===== config.mk =====
export PLATFORM = sky130hd
export DESIGN_NAME = message_slot_ring_queue
export DESIGN_NICKNAME = d
export VERILOG_FILES = /design/src/design/msrq_pkg.sv /design/src/design/message_slot_ring_queue.sv
export SDC_FILE = /design/constraint.sdc
export NUM_CORES = 1
export LEC_CHECK = 0
export BUFFER_PORTS_ARGS = -buffer_cell sky130_fd_sc_hd__buf_2
export CAP_MARGIN = 20
export CORE_ASPECT_RATIO = 1.1
export CORE_MARGIN = 3
export CORE_UTILIZATION = 45
export DETAILED_ROUTE_END_ITERATION = 10
export GPL_TIMING_DRIVEN = 0
export PLACE_DENSITY = 0.65
export SYNTH_ARGS = -nofsm -noshare
export SYNTH_HDL_FRONTEND = slang
export SYNTH_SLANG_ARGS = --single-unit

===== constraint.sdc =====
create_clock -name clk -period 3.56 [get_ports clk]
set_clock_uncertainty 0.05 [all_clocks]
set_input_delay 0.89 -clock clk [delete_from_list [all_inputs] [get_ports clk]]
set_output_delay 0.89 -clock clk [all_outputs]
set_load 0.1 [all_outputs]

===== src/design/msrq_pkg.sv =====
`timescale 1ns / 1ps
`default_nettype none
// ----------------------------------------------------------------------------
// msrq_pkg
// Shared types and default sizes for the message slot ring queue.
// ----------------------------------------------------------------------------
package msrq_pkg;

	// default geometry
	localparam int DefSlotCount = 8;
	localparam int DefSlotBytes = 16;

	// operation carried by an input beat
	typedef enum logic [1:0] {
		MODE_PUSH  = 2'd0,
		MODE_POP   = 2'd1,
		MODE_CLEAR = 2'd2,
		MODE_NONE  = 2'd3
	} mode_t;

	// result kind
	typedef enum logic [1:0] {
		ST_BYTE   = 2'd0,
		ST_ACCEPT = 2'd1,
		ST_REJECT = 2'd2,
		ST_EMPTY  = 2'd3
	} status_t;

	// sequencer states, one-hot
	typedef enum logic [2:0] {
		S_IDLE  = 3'b001,
		S_LEN   = 3'b010,
		S_BYTES = 3'b100
	} state_t;

endpackage
`default_nettype wire


===== src/design/message_slot_ring_queue.sv =====
`timescale 1ns / 1ps
`default_nettype none
// A final push byte shows its result in the cycle after acceptance.
// Pop of an L-byte message: length read, then each byte read from the slot memory
// into a read register, then into the result register; one byte per cycle while the
// result channel is not stalled. Input stalls until the last byte is loaded, and
// longer while the result channel is stalled. Clear and unused modes give no result.
// Reset clears pointers, count, cursor and output valid at once; slot memories are not
// cleared and need no clearing pass (a slot is only read after it is written).
// ----------------------------------------------------------------------------
// message_slot_ring_queue
// Ring of fixed-size message slots held in a byte memory and a length memory.
// ----------------------------------------------------------------------------
module message_slot_ring_queue
	import msrq_pkg::*;
#(
	parameter int SLOT_COUNT = DefSlotCount,
	parameter int SLOT_BYTES = DefSlotBytes,
	localparam int LenW = $clog2(SLOT_BYTES + 1),
	localparam int CntW = $clog2(SLOT_COUNT + 1)
) (
	input  wire logic            clk,
	input  wire logic            arst_n,
	// input channel
	input  wire logic            in_valid,
	output logic                 in_stall,
	input  wire logic [1:0]      mode,
	input  wire logic [7:0]      data_byte,
	input  wire logic            last_byte,
	// result channel
	output logic                 out_valid,
	input  wire logic            out_stall,
	output logic [7:0]           out_byte,
	output logic                 out_last,
	output logic [1:0]           status,
	output logic [LenW-1:0]      msg_length,
	output logic [CntW-1:0]      queued_count
);

	localparam int SlotW = $clog2(SLOT_COUNT);
	localparam int IdxW  = (SLOT_BYTES > 1) ? $clog2(SLOT_BYTES) : 1;
	localparam int Depth = SLOT_COUNT * SLOT_BYTES;
	localparam int AddrW = $clog2(Depth);

	// storage
	logic [7:0]      byte_mem [Depth];
	logic [LenW-1:0] len_mem  [SLOT_COUNT];

	// control state
	state_t           state_q;
	logic [SlotW-1:0] head_q, tail_q;
	logic [CntW-1:0]  held_q;
	logic [LenW-1:0]  cursor_q;
	logic             overlong_q;

	// pop sequencing
	logic [AddrW-1:0] pop_base_q;
	logic [LenW-1:0]  pop_len_q;
	logic [LenW-1:0]  rd_cnt_q;
	logic [LenW-1:0]  len_rd_q;
	logic             rd_valid_s1;
	logic             rd_last_s1;
	logic [7:0]       rd_byte_s1;

	// output register
	logic             out_valid_q;
	logic [7:0]       out_byte_q;
	logic             out_last_q;
	status_t          status_q;
	logic [LenW-1:0]  out_len_q;
	logic [CntW-1:0]  out_cnt_q;

	// decode
	mode_t            in_mode;
	logic             out_free;
	logic             accept;
	logic             full;
	logic             store_ok;
	logic             flag_nxt;
	logic [LenW-1:0]  cursor_inc;
	logic [SlotW-1:0] tail_nxt, head_nxt;
	logic [AddrW-1:0] wr_addr, rd_addr, head_base;
	logic             do_push, do_pop, do_clear;
	logic             byte_we;
	logic             commit;
	logic             load_byte;
	logic             rd_en;
	logic [LenW-1:0]  rd_cnt_nxt;

	assign in_mode  = mode_t'(mode);
	assign out_free = !out_valid_q || !out_stall;
	assign in_stall = (state_q != S_IDLE) || !out_free;
	assign accept   = in_valid && !in_stall;

	assign do_push  = accept && (in_mode == MODE_PUSH);
	assign do_pop   = accept && (in_mode == MODE_POP);
	assign do_clear = accept && (in_mode == MODE_CLEAR);

	// push bookkeeping
	assign full       = (held_q == CntW'(SLOT_COUNT));
	assign store_ok   = !full && (cursor_q != LenW'(SLOT_BYTES));
	assign flag_nxt   = overlong_q || !store_ok;
	assign cursor_inc = cursor_q + LenW'(1);
	assign byte_we    = do_push && store_ok;
	assign commit     = do_push && last_byte && !flag_nxt;
	assign tail_nxt   = (tail_q == SlotW'(SLOT_COUNT - 1)) ? '0 : tail_q + SlotW'(1);
	assign head_nxt   = (head_q == SlotW'(SLOT_COUNT - 1)) ? '0 : head_q + SlotW'(1);
	assign wr_addr    = AddrW'(tail_q) * AddrW'(SLOT_BYTES) + AddrW'(cursor_q[IdxW-1:0]);
	assign head_base  = AddrW'(head_q) * AddrW'(SLOT_BYTES);

	// byte read pipeline
	assign load_byte  = rd_valid_s1 && out_free;
	assign rd_en      = (state_q == S_BYTES) && (rd_cnt_q != pop_len_q)
	                    && (!rd_valid_s1 || load_byte);
	assign rd_cnt_nxt = rd_cnt_q + LenW'(1);
	assign rd_addr    = pop_base_q + AddrW'(rd_cnt_q[IdxW-1:0]);

	// slot memories: one write port, registered read
	always_ff @(posedge clk) begin
		if (byte_we) begin
			byte_mem[wr_addr] <= data_byte;
		end
		if (rd_en) begin
			rd_byte_s1 <= byte_mem[rd_addr];
		end
	end

	always_ff @(posedge clk) begin
		if (commit) begin
			len_mem[tail_q] <= cursor_inc;
		end
		len_rd_q <= len_mem[head_q];
	end

	// ring pointers, count, push cursor
	always_ff @(posedge clk or negedge arst_n) begin
		if (!arst_n) begin
			head_q     <= '0;
			tail_q     <= '0;
			held_q     <= '0;
			cursor_q   <= '0;
			overlong_q <= 1'b0;
		end else if (do_clear) begin
			head_q     <= '0;
			tail_q     <= '0;
			held_q     <= '0;
			cursor_q   <= '0;
			overlong_q <= 1'b0;
		end else if (do_push) begin
			if (last_byte) begin
				cursor_q   <= '0;
				overlong_q <= 1'b0;
				if (commit) begin
					tail_q <= tail_nxt;
					held_q <= held_q + CntW'(1);
				end
			end else begin
				overlong_q <= flag_nxt;
				if (store_ok) begin
					cursor_q <= cursor_inc;
				end
			end
		end else if (do_pop && (held_q != '0)) begin
			head_q <= head_nxt;
			held_q <= held_q - CntW'(1);
		end
	end

	// pop sequencer
	always_ff @(posedge clk or negedge arst_n) begin
		if (!arst_n) begin
			state_q     <= S_IDLE;
			rd_valid_s1 <= 1'b0;
			rd_last_s1  <= 1'b0;
			rd_cnt_q    <= '0;
			pop_len_q   <= '0;
			pop_base_q  <= '0;
		end else begin
			case (state_q)
				S_IDLE: begin
					if (do_pop && (held_q != '0)) begin
						pop_base_q <= head_base;
						state_q    <= S_LEN;
					end
				end
				S_LEN: begin
					pop_len_q <= len_rd_q;
					rd_cnt_q  <= '0;
					state_q   <= S_BYTES;
				end
				S_BYTES: begin
					if (rd_en) begin
						rd_valid_s1 <= 1'b1;
						rd_last_s1  <= (rd_cnt_nxt == pop_len_q);
						rd_cnt_q    <= rd_cnt_nxt;
					end else if (load_byte) begin
						rd_valid_s1 <= 1'b0;
					end
					if (load_byte && rd_last_s1) begin
						state_q <= S_IDLE;
					end
				end
				default: begin
					state_q     <= S_IDLE;
					rd_valid_s1 <= 1'b0;
				end
			endcase
		end
	end

	// result register
	always_ff @(posedge clk or negedge arst_n) begin
		if (!arst_n) begin
			out_valid_q <= 1'b0;
		end else if (load_byte || (do_push && last_byte)
		             || (do_pop && (held_q == '0))) begin
			out_valid_q <= 1'b1;
		end else if (!out_stall) begin
			out_valid_q <= 1'b0;
		end
	end

	always_ff @(posedge clk) begin
		if (load_byte) begin
			out_byte_q <= rd_byte_s1;
			out_last_q <= rd_last_s1;
			status_q   <= ST_BYTE;
			out_len_q  <= pop_len_q;
			out_cnt_q  <= held_q;
		end else if (do_push && last_byte) begin
			out_byte_q <= '0;
			out_last_q <= 1'b1;
			if (commit) begin
				status_q  <= ST_ACCEPT;
				out_len_q <= cursor_inc;
				out_cnt_q <= held_q + CntW'(1);
			end else begin
				status_q  <= ST_REJECT;
				out_len_q <= '0;
				out_cnt_q <= held_q;
			end
		end else if (do_pop && (held_q == '0)) begin
			out_byte_q <= '0;
			out_last_q <= 1'b1;
			status_q   <= ST_EMPTY;
			out_len_q  <= '0;
			out_cnt_q  <= '0;
		end
	end

	assign out_valid    = out_valid_q;
	assign out_byte     = out_byte_q;
	assign out_last     = out_last_q;
	assign status       = status_q;
	assign msg_length   = out_len_q;
	assign queued_count = out_cnt_q;

`ifndef SYNTHESIS
	// count never exceeds the ring size
	a_held_range: assert property (@(posedge clk) disable iff (!arst_n)
		held_q <= CntW'(SLOT_COUNT))
		else $error("held count above slot count");

	// push cursor saturates at the slot size
	a_cursor_range: assert property (@(posedge clk) disable iff (!arst_n)
		cursor_q <= LenW'(SLOT_BYTES))
		else $error("push cursor beyond slot size");

	// a pending byte read only exists while streaming
	a_rd_in_bytes: assert property (@(posedge clk) disable iff (!arst_n)
		rd_valid_s1 |-> (state_q == S_BYTES))
		else $error("byte read pending outside streaming");

	// length fetch is followed by byte streaming in the next cycle
	a_len_one: assert property (@(posedge clk) disable iff (!arst_n)
		(state_q == S_LEN) |=> (state_q == S_BYTES))
		else $error("length fetch did not advance");

	// popping a held message always starts the length fetch
	a_pop_start: assert property (@(posedge clk) disable iff (!arst_n)
		(do_pop && (held_q != '0)) |=> (state_q == S_LEN))
		else $error("pop did not start");
`endif

endmodule
`default_nettype wire

==> results.toml, run 1 <==
[outcome]
status = "finished with violations"
violations = "setup timing"

[pwr]
p_total_mw = 32.1
clock_power_share_pct = 36.2
power_density_nw_per_um2 = 632
irDropWorstVdd_v = 0.000366
seq_power_share_pct = 46.7
p_sw_mw = 8.64
p_comb_share_pct = 17.0
power.leakage_nw = 15.5
p_int_mw = 23.4
p_sw_share_pct = 26.9

[timing]
worst_pin_slew_ns = 0.933
finalHoldViolCount = 0
whs_ns = 0.276
fin_crit_sh_pct = 100
grt_setup_unrepaired = "true"
setup_ws_ns = -0.000393
final.min_clock_period_ns = 3.56
finalMaxSlewViolations = 0
setup_viol = 1
fmax_mhz = 281
slew-limit-headroom_pct = 37.6

[yosys]
async_flop_share_pct = 3.09
ys_warn_count = 0
synth_seq_cells = 1132
syn-cell-area_um2 = 44700
synth_nets = 2332
ys_seq_area_share_pct = 75.6
synth_edf_count = 1090
syn_inst = 2308
yosysTopAreaCell = "edfxtp_1"
ys_top_cells_by_area = "edfxtp_1, mux4_2, mux2i_1"
synth.avg_cell_area_um2 = 19.3
yosys_most_used_dff = "edfxtp_1"
netlist.area_leader.share_pct = 73.3
synth_cell_type_count = 62

[finish]
postLayoutCoreUtil_pct = 51.8
layout_commonest_cell = "edfxtp_1"
final_nets = 2487
n_antenna_cell = 0
final_cell_mix = "edfxtp_1, mux4_2, mux2i_1, nor2_1, clkbuf_16"
drive_gt1_share_pct = 24.1
area_delta_synth_final_pct = 13.6

[global_routing]
gr-total-overflow = 0
antenna_found_initial = 0
grt_pass1_wl_um = 158000
gr-usage-all-layers_pct = 21.0
grt_pass1_vias = 23100
grt_max_degree = 89

[setup_path]
end_kind = "flop"
cpMaxStageDelayCell = "nor2_2"
critical_path.cell_chain = "clkbuf_1 -> inv_1 -> ha_1 -> and3b_1 -> nor2_1 -> and3_2 -> nand3_2 -> buf_2 -> nor2_2"
crit_arrival_ns = 3.84
required_ns = 3.84
path_class = "flop to flop"
r2r_cells = 9
cp-start-kind = "flop"
slowest_delay_ns = 0.52
cp_max_fo = 10

[route]
drcViolationCount = 0
vias = 23000
drtIter0Drc = 2684
ant_nets = 0
drtPass1Iterations = 6
post_drt_wl_per_cell_um = 28.2
viasPerCell = 5.99
wl_um = 108000

[cts]
cts_root_buf = "clkbuf_16"
post_cts_buffers = 0
clock_path_buffers = 3
insertion_delay_ns = 0.68
clock-sinks = 1132
clk_pin_slew_ns = 0.06
cts_tree = "built"
cts_max_level = 3
cts_buffers = 110
hold_buffers = 0

[floorplanning]
chipWidth_um = 306
num_io_pins = 37
die_area_um2 = 103000
rows = 120
start_util_pct = 45.6
dieHeight_um = 336
core_um2 = 97900

[place]
dpl.hpwl_um = 70800
globalplace.congestion = 0.993
io_buffer_count = 35

[hold_path]
min_path_type = "input pin to asynchronous set/reset pin"

[run]
drv_cap = 0
flip-flops by register name, summed over array words and instances (netlist names), 2 cells and up:
name and count:
msg_length 5, queued_count 4, held_q 4, len_mem 40
pop_base_q 3, state_q 3, cursor_q 5, status 2
out_byte 8, rd_cnt_q 5, byte_mem 1024, head_q 3
rd_byte_s1 8, tail_q 3, len_rd_q 5, pop_len_q 5
critical path: cells and delay by family, from the launching register on:
family	cells	cell delay, ns
AND/OR/NAND/NOR	5	1.65
buffers and inverters	3	0.87
flip-flops	1	0.36
adder cells (fa/ha/maj)	1	0.26
final timing paths:
check,startpoint,to,slack (ns)
min,arst_n,rd_cnt_q[3],0.28
max reg2reg,held_q[0],byte_mem[70][7],-0.0004
max,held_q[0],byte_mem[70][7],-0.0004
min in group clk,len_rd_q[2],pop_len_q[2],0.41
min reg2reg,len_rd_q[2],pop_len_q[2],0.41
max in group asynchronous,arst_n,held_q[2],2.64
synthesized netlist by cell type (2+ instances only):
library cell  count
nor2b_1          10
xor2_1            9
nand3_1          12
clkbuf_1         50
and3_2            2
o32ai_1           8
o31ai_2           2
buf_1             4
inv_1            12
nand2_2           6
nand2b_1          9
nor3_1           30
nor2_1          187
o21ai_1           8
buf_6            18
mux2i_1         164
mux2_2           16
ha_1              9
and2_1            4
dfxtp_1           7
nor3b_1           3
buf_8             8
a211o_1           2
nand4_1           5
a21oi_1          76
o31ai_1          11
or2_2             3
edfxtp_1       1090
a211oi_1          8
o21ai_0           9
nand2_1          51
buf_2            43
or3_1             2
dfrtp_1          34
mux4_2          202
nand3_2           4
nor4_1           17
o22ai_1          49
and3_1           10
a22oi_1          74
buf_4            13
xnor2_1           6
nor3_2            2
per-stage QoR:
stage | std cells | setup slack [ns] | TNS, ns | area, µm²
floorplan | 2308 | 0.628 | 0 | 44700
global placement | 3624 | -0.192 | -29.61 | 46400
detailed placement | 3632 | -0.265 | -64.48 | 46700
CTS | 3835 | -0.174 | -11.98 | 50400
global route | 3835 | -0.168 | -23.62 | 50700
finish | 3835 | -0.000393 | -0.000393 | 50700
cells by family (layout without fill, tap and decap cells):
| kind of cell | Yosys count | after routing | synth area share, % |
|---|---|---|---|
| xor+xnor | 15 | 15 | 0.294 |
| flops | 1132 | 1132 | 75.6 |
| compound gates | 254 | 254 | 3.67 |
| buf+inv | 149 | 395 | 2.02 |
| fa+ha+maj | 9 | 9 | 0.252 |
| mux | 382 | 382 | 14.3 |
| simple gates | 367 | 367 | 3.92 |
routing by layer:
metal / vias to the layer above / GRT usage (%) / wire length [µm]
met4: 0 / 6.40 / 2950
met5: - / 0 / 0
met2: 1025 / 34.4 / 53100
li1: 9722 / - / -
met3: 181 / 4.04 / 8250
met1: 12000 / 28.8 / 43800
cell type report:
class                   count  area (µm²)
flip-flops and latches   1132       33700
inverters                  12        45.0
well taps                1281        1600
clock inverters            78         786
clock buffers             125        2830
repair buffers             43         415
multi-input cells        1027       10400
plain buffers             137         862
fillers                  7675       47200
repair_timing:
item,in CTS,in global routing
endpoints found under the setup margin,417,616
pin swaps,0,0
cloned,0,0
gates resized for setup,46,81
power by group through the flow:
stage                     sequential, mW  combinational, mW  clock, mW
after floorplan                     15.4               3.23          0
after global routing                15.0               5.72       12.3
after CTS                           15.0               5.37       11.8
final                               15.0               5.46       11.6
after global placement              15.3               5.21          0
after detailed placement            15.3               5.35          0
(Power assumes the default switching activity.)
==> run 2, diff against run 1 <==
Settings changed: CORE_ASPECT_RATIO 1.1 to 1.4, RECOVER_POWER set to 100.
==> results.toml, run 2 (synthesized netlist as in run 1, its figures left out) <==
[place]
globalplace.congestion = 0.953
dpl_worst_slack_ns = -0.334
io_buffer_count = 35
placed_cell_area_um2 = 46700
dpl.hpwl_um = 72100

[global_routing]
gr-total-overflow = 0
grt_pass1_vias = 23200
grt_max_degree = 89
gr-usage-all-layers_pct = 20.9
grt_pass1_wl_um = 156000
antenna_found_initial = 0

[setup_path]
worst-path-buf-inv = 4
cp_max_fo = 10
end_kind = "flop"
cpMaxStageDelayCell = "a211oi_1"
crit_arrival_ns = 4.03
slowest_delay_ns = 0.70
cp-start-kind = "flop"
reg2reg_setup_slack_ns = -0.12
required_ns = 3.92
critical_path.cell_chain = "clkbuf_1 -> buf_12 -> buf_8 -> buf_6 -> mux2i_1 -> o22ai_1 -> nor4_1 -> a211oi_1 -> o21ai_1 -> o32ai_1"
path_class = "flop to flop"
path_delay_family = "compound AO/OA/AOI/OAI gates"

[cts]
insertion_delay_ns = 0.68
hold_buffers = 0
clk_pin_slew_ns = 0.07
cts_root_buf = "clkbuf_16"
cts_tree = "built"
cts_max_level = 3
cts_buffers = 98
clock-sinks = 1132
clock_path_buffers = 3

[route]
drcViolationCount = 0
viasPerCell = 5.82
post_drt_wl_per_cell_um = 27.8
drtIter0Drc = 2229
drtPass1Iterations = 5
wl_um = 107000
vias = 22300
met2WireLength_um = 56100
top_layer_used = "met4"
ant_nets = 0
wl_met1_um = 39000
met3WireLength_um = 6490

[floorplanning]
start_util_pct = 45.4
dieHeight_um = 379
num_io_pins = 37
chipWidth_um = 272
core_um2 = 98400
rows = 136
die_area_um2 = 103000

[timing]
fmax_mhz = 272
setup_ws_ns = -0.116
final.min_clock_period_ns = 3.68
slew-limit-headroom_pct = -85.1
fin_crit_sh_pct = 103
finalMaxSlewViolations = 449
worst_pin_slew_ns = 2.78
grt_setup_unrepaired = "true"
finalHoldViolCount = 0
setup_viol = 5
finalSetupTns_ns = -0.221

[run]
drv_cap = 8

[pwr]
irDropWorstVdd_v = 0.000363
power.leakage_nw = 15.3
power_density_nw_per_um2 = 626

[outcome]
status = "finished with violations"
violations = "capacitance limit, slew limit, setup timing"

[hold_path]
min_path_type = "flop to flop"

[finish]
final_cell_area_um2 = 50200
area_delta_synth_final_pct = 12.4
final_cell_mix = "edfxtp_1, mux4_2, mux2i_1, nor2_1, clkbuf_16"
largest_register_ffs = 1024
largest_register = "byte_mem"
final_nets = 2476
layout_commonest_cell = "edfxtp_1"
reg_top3 = "byte_mem: 1024 flops, len_mem: 40 flops"
nFillCells = 7864
postLayoutCoreUtil_pct = 51.0
drive_gt1_share_pct = 22.4
n_antenna_cell = 0
-- run 2: cell types whose count changed in the layout (fill, tap and decap cells not counted), sizes merged --
cell | before | now
buf | 130 | 87
clkbuf | 175 | 214
clkinv | 55 | 39
clkinvlp | 7 | 2
bufinv | 13 | 15
inv | 15 | 13
-- run 2: what timing repair did --
item	CTS	global route
resized for setup	36	76
endpoints found under the hold margin	0	0
setup endpoints to repair	302	596
setup buffers	0	0
-- run 2: metal layers --
layer / GRT usage [%] / vias to the layer above
li1: - / 9669
met1: 24.8 / 11600
met2: 36.9 / 810
met3: 3.91 / 230
met4: 9.92 / 0
met5: 0 / -
-- run 2: final timing paths --
path / startpoint / endpoint / cells after the start
max in group asynchronous: arst_n / rd_cnt_q[1] / 1
worst max register to register: rd_cnt_q[0] / rd_byte_s1[4] / 10
worst min-delay path: len_rd_q[4] / pop_len_q[4] / 1
worst min register to register: len_rd_q[4] / pop_len_q[4] / 1
min in group asynchronous: arst_n / held_q[3] / 1
worst max-delay path: rd_cnt_q[0] / rd_byte_s1[4] / 10
-- run 2: final cells by class --
class | instances | area [µm²] | area share, %
clock buffer | 120 | 2640 | 5.25
multi-input combinational | 1027 | 10300 | 20.6
timing repair buffer | 44 | 238 | 0.474
buffer | 137 | 853 | 1.70
tap | 1311 | 1640 | 3.27
inverter | 12 | 45.0 | 0.0897
clock inverter | 57 | 687 | 1.37
sequential | 1132 | 33700 | 67.2
-- run 2: power by group --
group / leakage (nW) / switching, mW / internal, mW
clock: 1.64 / 4.67 / 6.35
combinational: 3.30 / 3.46 / 1.89
sequential: 10.3 / 0.154 / 14.9
total: 15.3 / 8.29 / 23.1
-- run 2: through the flow --
step | hold slack, ns | cells | total power [mW]
floorplan | 0.389 | 2308 | 18.6
global placement | 0.402 | 3654 | 20.5
detailed placement | 0.402 | 3662 | 20.6
CTS | 0.231 | 3839 | 31.5
global route | 0.432 | 3840 | 32.3
finish | 0.416 | 3840 | 31.4
==> run 3, diff against run 2 <==
--- a/config.mk
+++ b/config.mk
@@ -15,3 +15,3 @@
 export PLACE_DENSITY = 0.65
-export RECOVER_POWER = 100
+export REMOVE_ABC_BUFFERS = 1
 export SYNTH_ARGS = -nofsm -noshare
--- a/constraint.sdc
+++ b/constraint.sdc
@@ -4,2 +4,2 @@
 set_output_delay 0.89 -clock clk [all_outputs]
-set_load 0.1 [all_outputs]
+set_load 0.005 [all_outputs]
==> results.toml, run 3 (synthesized netlist as in run 1, its figures left out) <==
[cts]
clk_pin_slew_ns = 0.07
cts_buffers = 99
cts_root_buf = "clkbuf_16"
cts_max_level = 3
insertion_delay_ns = 0.69
cts_tree = "built"
clock_path_buffers = 3
hold_buffers = 0
clock-sinks = 1132

[timing]
finalHoldViolCount = 0
fmax_mhz = 275
grt_setup_unrepaired = "true"
fin_crit_sh_pct = 102
slew-limit-headroom_pct = 28.9
final.min_clock_period_ns = 3.64
worst_pin_slew_ns = 1.06
setup_viol = 266
finalSetupTns_ns = -9.98
setup_ws_ns = -0.0771
finalMaxSlewViolations = 0

[floorplanning]
dieHeight_um = 379
rows = 136
core_um2 = 98400
num_io_pins = 37
start_util_pct = 45.4
die_area_um2 = 103000
chipWidth_um = 272

[finish]
largest_register = "byte_mem"
largest_register_ffs = 1024
final_cell_mix = "edfxtp_1, mux4_2, mux2i_1, nor2_2, clkbuf_16"
stdcell_count = 3735
layout_commonest_cell = "edfxtp_1"
reg_top3 = "byte_mem: 1024 flops, len_mem: 40 flops"
nFillCells = 7835
area_delta_synth_final_pct = 12.7
drive_gt1_share_pct = 24.9
n_antenna_cell = 0
final_nets = 2366

[pwr]
p_total_mw = 31.4
irDropWorstVdd_v = 0.000398
power.leakage_nw = 15.2
power_density_nw_per_um2 = 624

[place]
dpl_worst_slack_ns = -0.749
dpl.hpwl_um = 60300
dp_cells = 3543
io_buffer_count = 36
globalplace.congestion = 0.884

[run]
drv_cap = 0

[route]
viasPerCell = 5.90
drcViolationCount = 0
ant_nets = 0
drtIter0Drc = 2407
wl_um = 99400
drtPass1Iterations = 7
post_drt_wl_per_cell_um = 26.6
vias = 22100

[setup_path]
crit_arrival_ns = 3.91
end_kind = "flop"
path_class = "flop to flop"
required_ns = 3.83
path_delay_family = "simple AND/OR/NAND/NOR gates"
worst-path-buf-inv = 1
critical_path.cell_chain = "inv_1 -> ha_1 -> and4bb_2 -> nor2_1 -> and3_2 -> nand2_2 -> nor2_2"
slowest_delay_ns = 0.68
cpMaxStageDelayCell = "nor2_2"
cp-start-kind = "flop"
cp_max_fo = 16

[global_routing]
antenna_found_initial = 0
grt_max_degree = 87
grt_pass1_vias = 23000
grt_pass1_wl_um = 149000
gr-total-overflow = 0
gr-usage-all-layers_pct = 19.4

[hold_path]
min_path_type = "input pin to asynchronous set/reset pin"

[outcome]
status = "finished with violations"
violations = "setup timing"
-- run 3: cell types whose count changed in the layout (fill, tap and decap cells not counted), moves of 6 or more --
cell	delta
buf_16	+18
buf_2	-13
buf_6	-17
buf_8	-6
clkbuf_1	-82
clkbuf_2	-8
clkbuf_8	-6
clkinv_1	+8
clkinv_2	-6
nor2_1	-51
nor2_2	+60
nor2_4	-9
-- run 3: stage by stage --
step	hold slack, ns	utilization (%)	instance area [µm²]
after floorplan	0.389	-	43800
after detailed placement	0.406	47.1	46300
after CTS	0.240	50.8	49900
after global placement	0.402	46.4	45600
after global routing	0.297	51.2	50300
final	0.254	51.2	50300
-- run 3: area by class of cell --
type	instances	area (µm²)	share of cell area, %
Timing Repair Buffer	70	943	1.87
Multi-Input combinational cell	1027	10500	20.9
Clock inverter	71	907	1.80
Inverter	12	45.0	0.0895
Tap cell	1311	1640	3.26
Sequential cell	1132	33800	67.1
Clock buffer	112	2530	5.02
-- run 3: layer usage --
metal  GRT usage [%]  up-vias  part of all wire, %
li1                -     9447                    -
met1            24.6    11500                   38
met2            33.3      860                   52
met3            2.83      209                  6.0
met4            8.99        0                  4.1
met5               0        -                    0
-- run 3: where the power goes --
group | total, mW | internal [mW] | leakage [nW] | switching [mW]
combinational | 4.74 | 1.92 | 3.26 | 2.82
clock | 11.4 | 6.53 | 1.67 | 4.83
sequential | 15.3 | 14.8 | 10.3 | 0.445
-- run 3: final timing paths --
path                                   from          endpoint  slack (ns)  depth (start not counted)
worst max-delay path            cursor_q[0]  byte_mem[106][6]       -0.08                          7
worst min register to register    status[0]         status[0]        0.41                          2
min in group clk                  status[0]         status[0]        0.41                          2
worst max register to register  cursor_q[0]  byte_mem[106][6]       -0.08                          7
worst min-delay path                 arst_n         head_q[0]        0.25                          1
max in group asynchronous            arst_n       rd_cnt_q[2]        2.57                          1
-- run 3: what timing repair did --
item	in CTS	in global routing
setup endpoints to repair	470	749
pin swaps	0	0
setup buffers	3	5
gates resized for setup	59	100
